===== config.mk =====
export PLATFORM = sky130hd
export DESIGN_NAME = kvt_cell
export DESIGN_NICKNAME = d
export VERILOG_FILES = /design/src/sv/kvt_pkg.sv /design/src/sv/kvt_cell.sv
export SDC_FILE = /design/constraint.sdc
export NUM_CORES = 1
export LEC_CHECK = 0
export ABC_AREA = 1
export BUFFER_PORTS_ARGS = -buffer_cell sky130_fd_sc_hd__buf_2
export CELL_PAD_IN_SITES_DETAIL_PLACEMENT = 1
export CELL_PAD_IN_SITES_GLOBAL_PLACEMENT = 1
export CORE_ASPECT_RATIO = 0.6
export CORE_MARGIN = 8
export CORE_UTILIZATION = 30
export CTS_BUF_LIST = sky130_fd_sc_hd__clkbuf_8 sky130_fd_sc_hd__clkbuf_16
export DETAILED_ROUTE_END_ITERATION = 7
export PLACE_DENSITY = 0.77
export RECOVER_POWER = 25
export SETUP_SLACK_MARGIN = 0.05
export SLEW_MARGIN = 20
export SYNTH_ARGS = -nofsm -noshare
export SYNTH_HDL_FRONTEND = slang
export SYNTH_SLANG_ARGS = --single-unit

===== constraint.sdc =====
create_clock -name i_clk -period 8.3 [get_ports i_clk]
set_input_delay 0.83 -clock i_clk [delete_from_list [all_inputs] [get_ports i_clk]]
set_output_delay 0.83 -clock i_clk [all_outputs]
set_load 0.1 [all_outputs]

===== src/sv/kvt_pkg.sv =====
// Package for the key/value table engine: request, response, token and entry
// types, status and operation codes, and the value byte mask helper.
// No dependencies.
package kvt_pkg;

    localparam int unsigned VALUE_BYTES = 8;
    localparam int unsigned KEY_W       = 32;
    localparam int unsigned LEN_W       = 4;
    localparam int unsigned DATA_W      = 64;

    // ASCII operation codes of a request
    localparam logic [7:0] OPC_CREATE = 8'h43;
    localparam logic [7:0] OPC_READ   = 8'h52;
    localparam logic [7:0] OPC_UPDATE = 8'h55;
    localparam logic [7:0] OPC_DELETE = 8'h44;

    typedef enum logic [2:0] {
        ST_OK      = 3'd0,
        ST_EXISTS  = 3'd1,
        ST_FULL    = 3'd2,
        ST_MISSING = 3'd3,
        ST_BAD_LEN = 3'd4,
        ST_UNKNOWN = 3'd5
    } t_status;

    typedef enum logic [1:0] {
        OP_CREATE,
        OP_READ,
        OP_UPDATE,
        OP_DELETE
    } t_op;

    typedef enum logic {
        S_IDLE,
        S_WALK
    } t_state;

    typedef struct packed {
        logic [7:0]         operation;
        logic signed [31:0] key;
        logic signed [31:0] value_length;
        logic [63:0]        value_data;
    } t_req;

    typedef struct packed {
        t_status     status;
        logic [3:0]  read_length;
        logic [63:0] read_data;
    } t_rsp;

    // One table entry as held in a cell
    typedef struct packed {
        logic [KEY_W-1:0]  key;
        logic [LEN_W-1:0]  len;
        logic [DATA_W-1:0] value;
    } t_entry;

    // Request token that walks down the cell chain
    typedef struct packed {
        logic              valid;
        t_op               op;
        logic              hit;   // key matched in an earlier cell
        logic              done;  // create already placed
        logic [KEY_W-1:0]  key;
        logic [LEN_W-1:0]  len;
        logic [DATA_W-1:0] data;
    } t_tok;

    // Keep the low len bytes of a value word
    function automatic logic [DATA_W-1:0] byte_mask(input logic [LEN_W-1:0] len);
        logic [DATA_W-1:0] mask;
        mask = '0;
        for (int b = 0; b < DATA_W / 8; b++) begin
            if (LEN_W'(b) < len) begin
                mask[8*b +: 8] = 8'hFF;
            end
        end
        return mask;
    endfunction

endpackage


===== src/sv/kvt_cell.sv =====
// One table cell: holds one entry and one stage of the request token.
// Depends on kvt_pkg.
module kvt_cell #(
    parameter int unsigned CNT_W = 9
) (
    input  logic              i_clk,
    input  logic              i_rst_n,
    input  kvt_pkg::t_tok     i_tok,
    input  logic [CNT_W-1:0]  i_rem,
    output kvt_pkg::t_tok     o_tok,
    output logic [CNT_W-1:0]  o_rem,
    input  kvt_pkg::t_entry   i_right,
    input  logic              i_pull,
    output kvt_pkg::t_entry   o_entry,
    output logic              o_pull
);

    logic             r_valid;
    kvt_pkg::t_tok    r_tok;
    logic [CNT_W-1:0] r_rem;
    kvt_pkg::t_entry  r_ent;

    kvt_pkg::t_tok    tok;
    logic             occupied;
    logic             first_hit;
    logic             wr_create;
    logic             wr_update;

    always_ff @(posedge i_clk) begin
        if (!i_rst_n) begin
            r_valid <= 1'b0;
        end else begin
            r_valid <= i_tok.valid;
        end
    end

    always_ff @(posedge i_clk) begin
        r_tok <= i_tok;
        r_rem <= i_rem;
    end

    always_comb begin
        tok       = r_tok;
        tok.valid = r_valid;
        occupied  = (r_rem != '0);
        first_hit = tok.valid && occupied && !tok.hit && (r_ent.key == tok.key);
        wr_create = tok.valid && (tok.op == kvt_pkg::OP_CREATE) && !occupied
                    && !tok.hit && !tok.done;
        wr_update = first_hit && (tok.op == kvt_pkg::OP_UPDATE);
        // later occupied entries move down one place behind a deleting token
        o_pull    = tok.valid && (tok.op == kvt_pkg::OP_DELETE) && tok.hit && occupied;

        o_tok      = tok;
        o_tok.hit  = tok.hit | first_hit;
        o_tok.done = tok.done | wr_create;
        if (first_hit && (tok.op == kvt_pkg::OP_READ)) begin
            o_tok.len  = r_ent.len;
            o_tok.data = r_ent.value;
        end
        o_rem = occupied ? (r_rem - CNT_W'(1)) : '0;
    end

    always_ff @(posedge i_clk) begin
        if (i_pull) begin
            r_ent <= i_right;
        end else if (wr_create || wr_update) begin
            r_ent.key   <= tok.key;
            r_ent.len   <= tok.len;
            r_ent.value <= tok.data;
        end
    end

    assign o_entry = r_ent;

endmodule


==> results.cfg <==
[status]
status = finished with violations
violations = capacitance limit, slew limit

[drt]
drcViolationCount = 0
wl_per_cell_um = 20.6
drt_wl_total_mm = 36.1
antenna_left = 0
route.vias.total = 8212
vias_per_cell = 4.68
first_pass_iters = 7
initialDrtViolationCount = 445

[floorplanning]
fp.dieW_um = 235
die_h_um = 148
die_area_um2 = 34800
rows = 48
start_util = 0.303
core_area_um2 = 28600
num_io_pins = 432

[clocking]
clock-root-buffer = clkbuf_16
cts_setup_buffers = 0
clockBufferDepth = 3
cts_htree_levels = 1
clock_latency_ns = 0.52
cts_buffers = 23
clk_pin_slew_worst_paths_ns = 0.07
cts.sink_count = 214
cts_resized = 0
cts_hold_buf = 0
cts_tree = built

[logic_synthesis]
synth_warnings = 0
synth-edff-count = 100
synth_fp_nets = 1204
synth-seq-cells = 214
yosys.area.top_type = edfxtp_1
synth_area_um2 = 8670
synth_ff_type = dfxtp_1
synth.distinct_cells = 31
synth_area_per_cell_um2 = 8.80
synth_common_cells = nand2_1, dfxtp_1, edfxtp_1
yosys-top-cells-area = edfxtp_1, dfxtp_1, nand2_1, nand4_1, buf_4
ys_async_sr_fraction = 0
postSynthCellCount = 986
yosysTopAreaCellShare = 0.346
synth-seq-area-share = 0.609
synth_most_common_cell = nand2_1

[final_layout]
final_cells = 1754
nNetsFinal = 1581
area_growth_syn_to_layout_pct = 34.8
multi_input_area_um2 = 2730
layout-drive-gt1-share = 0.343
regArea_um2 = 5290
fill_cells = 3538
final_area_um2 = 11700

[place]
portBuffers = 431
post-dp-hpwl_mm = 26.5
gp_congestion = 0.845
post-place-cells = 1713
preCtsSetupSlack_ns = 3.68
place_area_um2 = 10900

[worst_hold_path]
min_path_cells = 1
hold_path_class = primary input to flop

[critical_path]
cp_data_required_time_ns = 8.43
r2r_start = r_rem[0]
endpoint_kind = flop
rr_worst_depth = 11
critPathKind = primary input to flop
regToRegSetupSlack_ns = 3.95
crit_start = i_pull
timing.rr.end = o_entry[53]
crit_path_max_fanout = 82
start_kind = primary input
cp_data_arrival_time_ns = 5.39
critical_path.endpoint = o_entry[53]

[sta]
worst_pin_slew_ns = 3.58
rsz0062_at_grt = no
fin_crit_ns = 5.26
tns_ns = 0
finalHoldViolCount = 0
finClkSkew_ns = 0.0122
fmaxAchievable_ghz = 0.190
timing.slew.headroom = -1.38
hold-worst-slack_ns = 0.410
setup_viol = 0
drv_slew = 83
setup_ws_ns = 3.04
finalCritPeriodShare = 0.634

[job]
cap_viol_max_count = 1

[grt]
grt_use_total = 0.199
grt_pass1_wl_mm = 54.4
grt_max_degree = 83
grt_overflow = 0
antenna_found_initial = 8
grt_pass1_vias = 8885

[power_and_ir_drop]
ir_drop_mv = 0.125
power.leakage_nw = 5.99
p_per_area_nw_per_um2 = 265
flip-flops by register name, summed over array words and instances, names as in the netlist:
signal	flops
o_entry	100
o_tok	34
r_rem	9
r_tok	70
r_valid	1
worst min-delay path by stage:
| stage | startpoint | to | slack [ns] |
|---|---|---|---|
| 2_1_floorplan | r_tok[0] | o_entry[0] | 0.49 |
| 4_1_cts | i_tok[38] | r_tok[38] | 0.38 |
| 3_5_place_dp | r_tok[61] | o_entry[61] | 0.51 |
| 3_3_place_gp | r_tok[47] | o_entry[47] | 0.50 |
| 5_1_grt | i_tok[23] | r_tok[23] | 0.38 |
| 6_report | i_tok[34] | r_tok[34] | 0.41 |
report_power, final:
part	total, mW	switching (mW)	internal (mW)
Sequential	1.23	0.0442	1.18
Combinational	0.746	0.629	0.117
Clock	1.12	0.438	0.686
Total	3.10	1.11	1.98
through the flow:
stage | utilization | power (mW)
detailed placement | 0.381 | 2.00
floorplan | - | 1.84
global route | 0.409 | 3.21
CTS | 0.410 | 3.14
global placement | 0.381 | 1.99
finish | 0.409 | 3.10
logic make-up after synthesis:
logic type,synth area share
compound gates,0.0227
xor+xnor,0.00808
fa+ha+maj,0.00144
buf+inv,0.0798
flops,0.609
simple gates,0.279
critical path, stage by stage:
cell and delay, ns:
clkbuf_1 2.45, inv_2 -0.06, buf_4 0.48, o31ai_1 0.18
o21bai_4 0.41, buf_4 0.95
metal layers:
metal,vias to the layer above,wire (µm),track usage
met5,-,65,0
met4,10,1200,0.0592
met3,75,2720,0.0591
met2,329,17400,0.341
met1,3901,14700,0.240
li1,3897,-,-
final cells by class:
| cell class | count | share of cell area |
|---|---|---|
| Tap cell | 375 | 0.0401 |
| Clock buffer | 26 | 0.0527 |
| Inverter | 56 | 0.0180 |
| Antenna cell | 1 | 0.000214 |
| Timing Repair Buffer | 437 | 0.187 |
| Sequential cell | 214 | 0.452 |
| Clock inverter | 14 | 0.0169 |
| Multi-Input combinational cell | 631 | 0.233 |
cells in the final DEF (no fill, tap or decap), types with 4 or more instances in the layout:
master	netlist	routed
o21ai_0	27	27
buf_4	37	6
nand4_1	71	71
inv_1	48	53
edfxtp_1	100	100
nor2_1	33	32
clkbuf_16	0	23
bufinv_16	0	5
inv_2	8	9
nand2_1	466	466
clkbuf_1	33	13
xnor2_1	6	6
buf_2	7	418
o21ai_1	4	4
dfxtp_1	114	114
(Power assumes the default switching activity.)
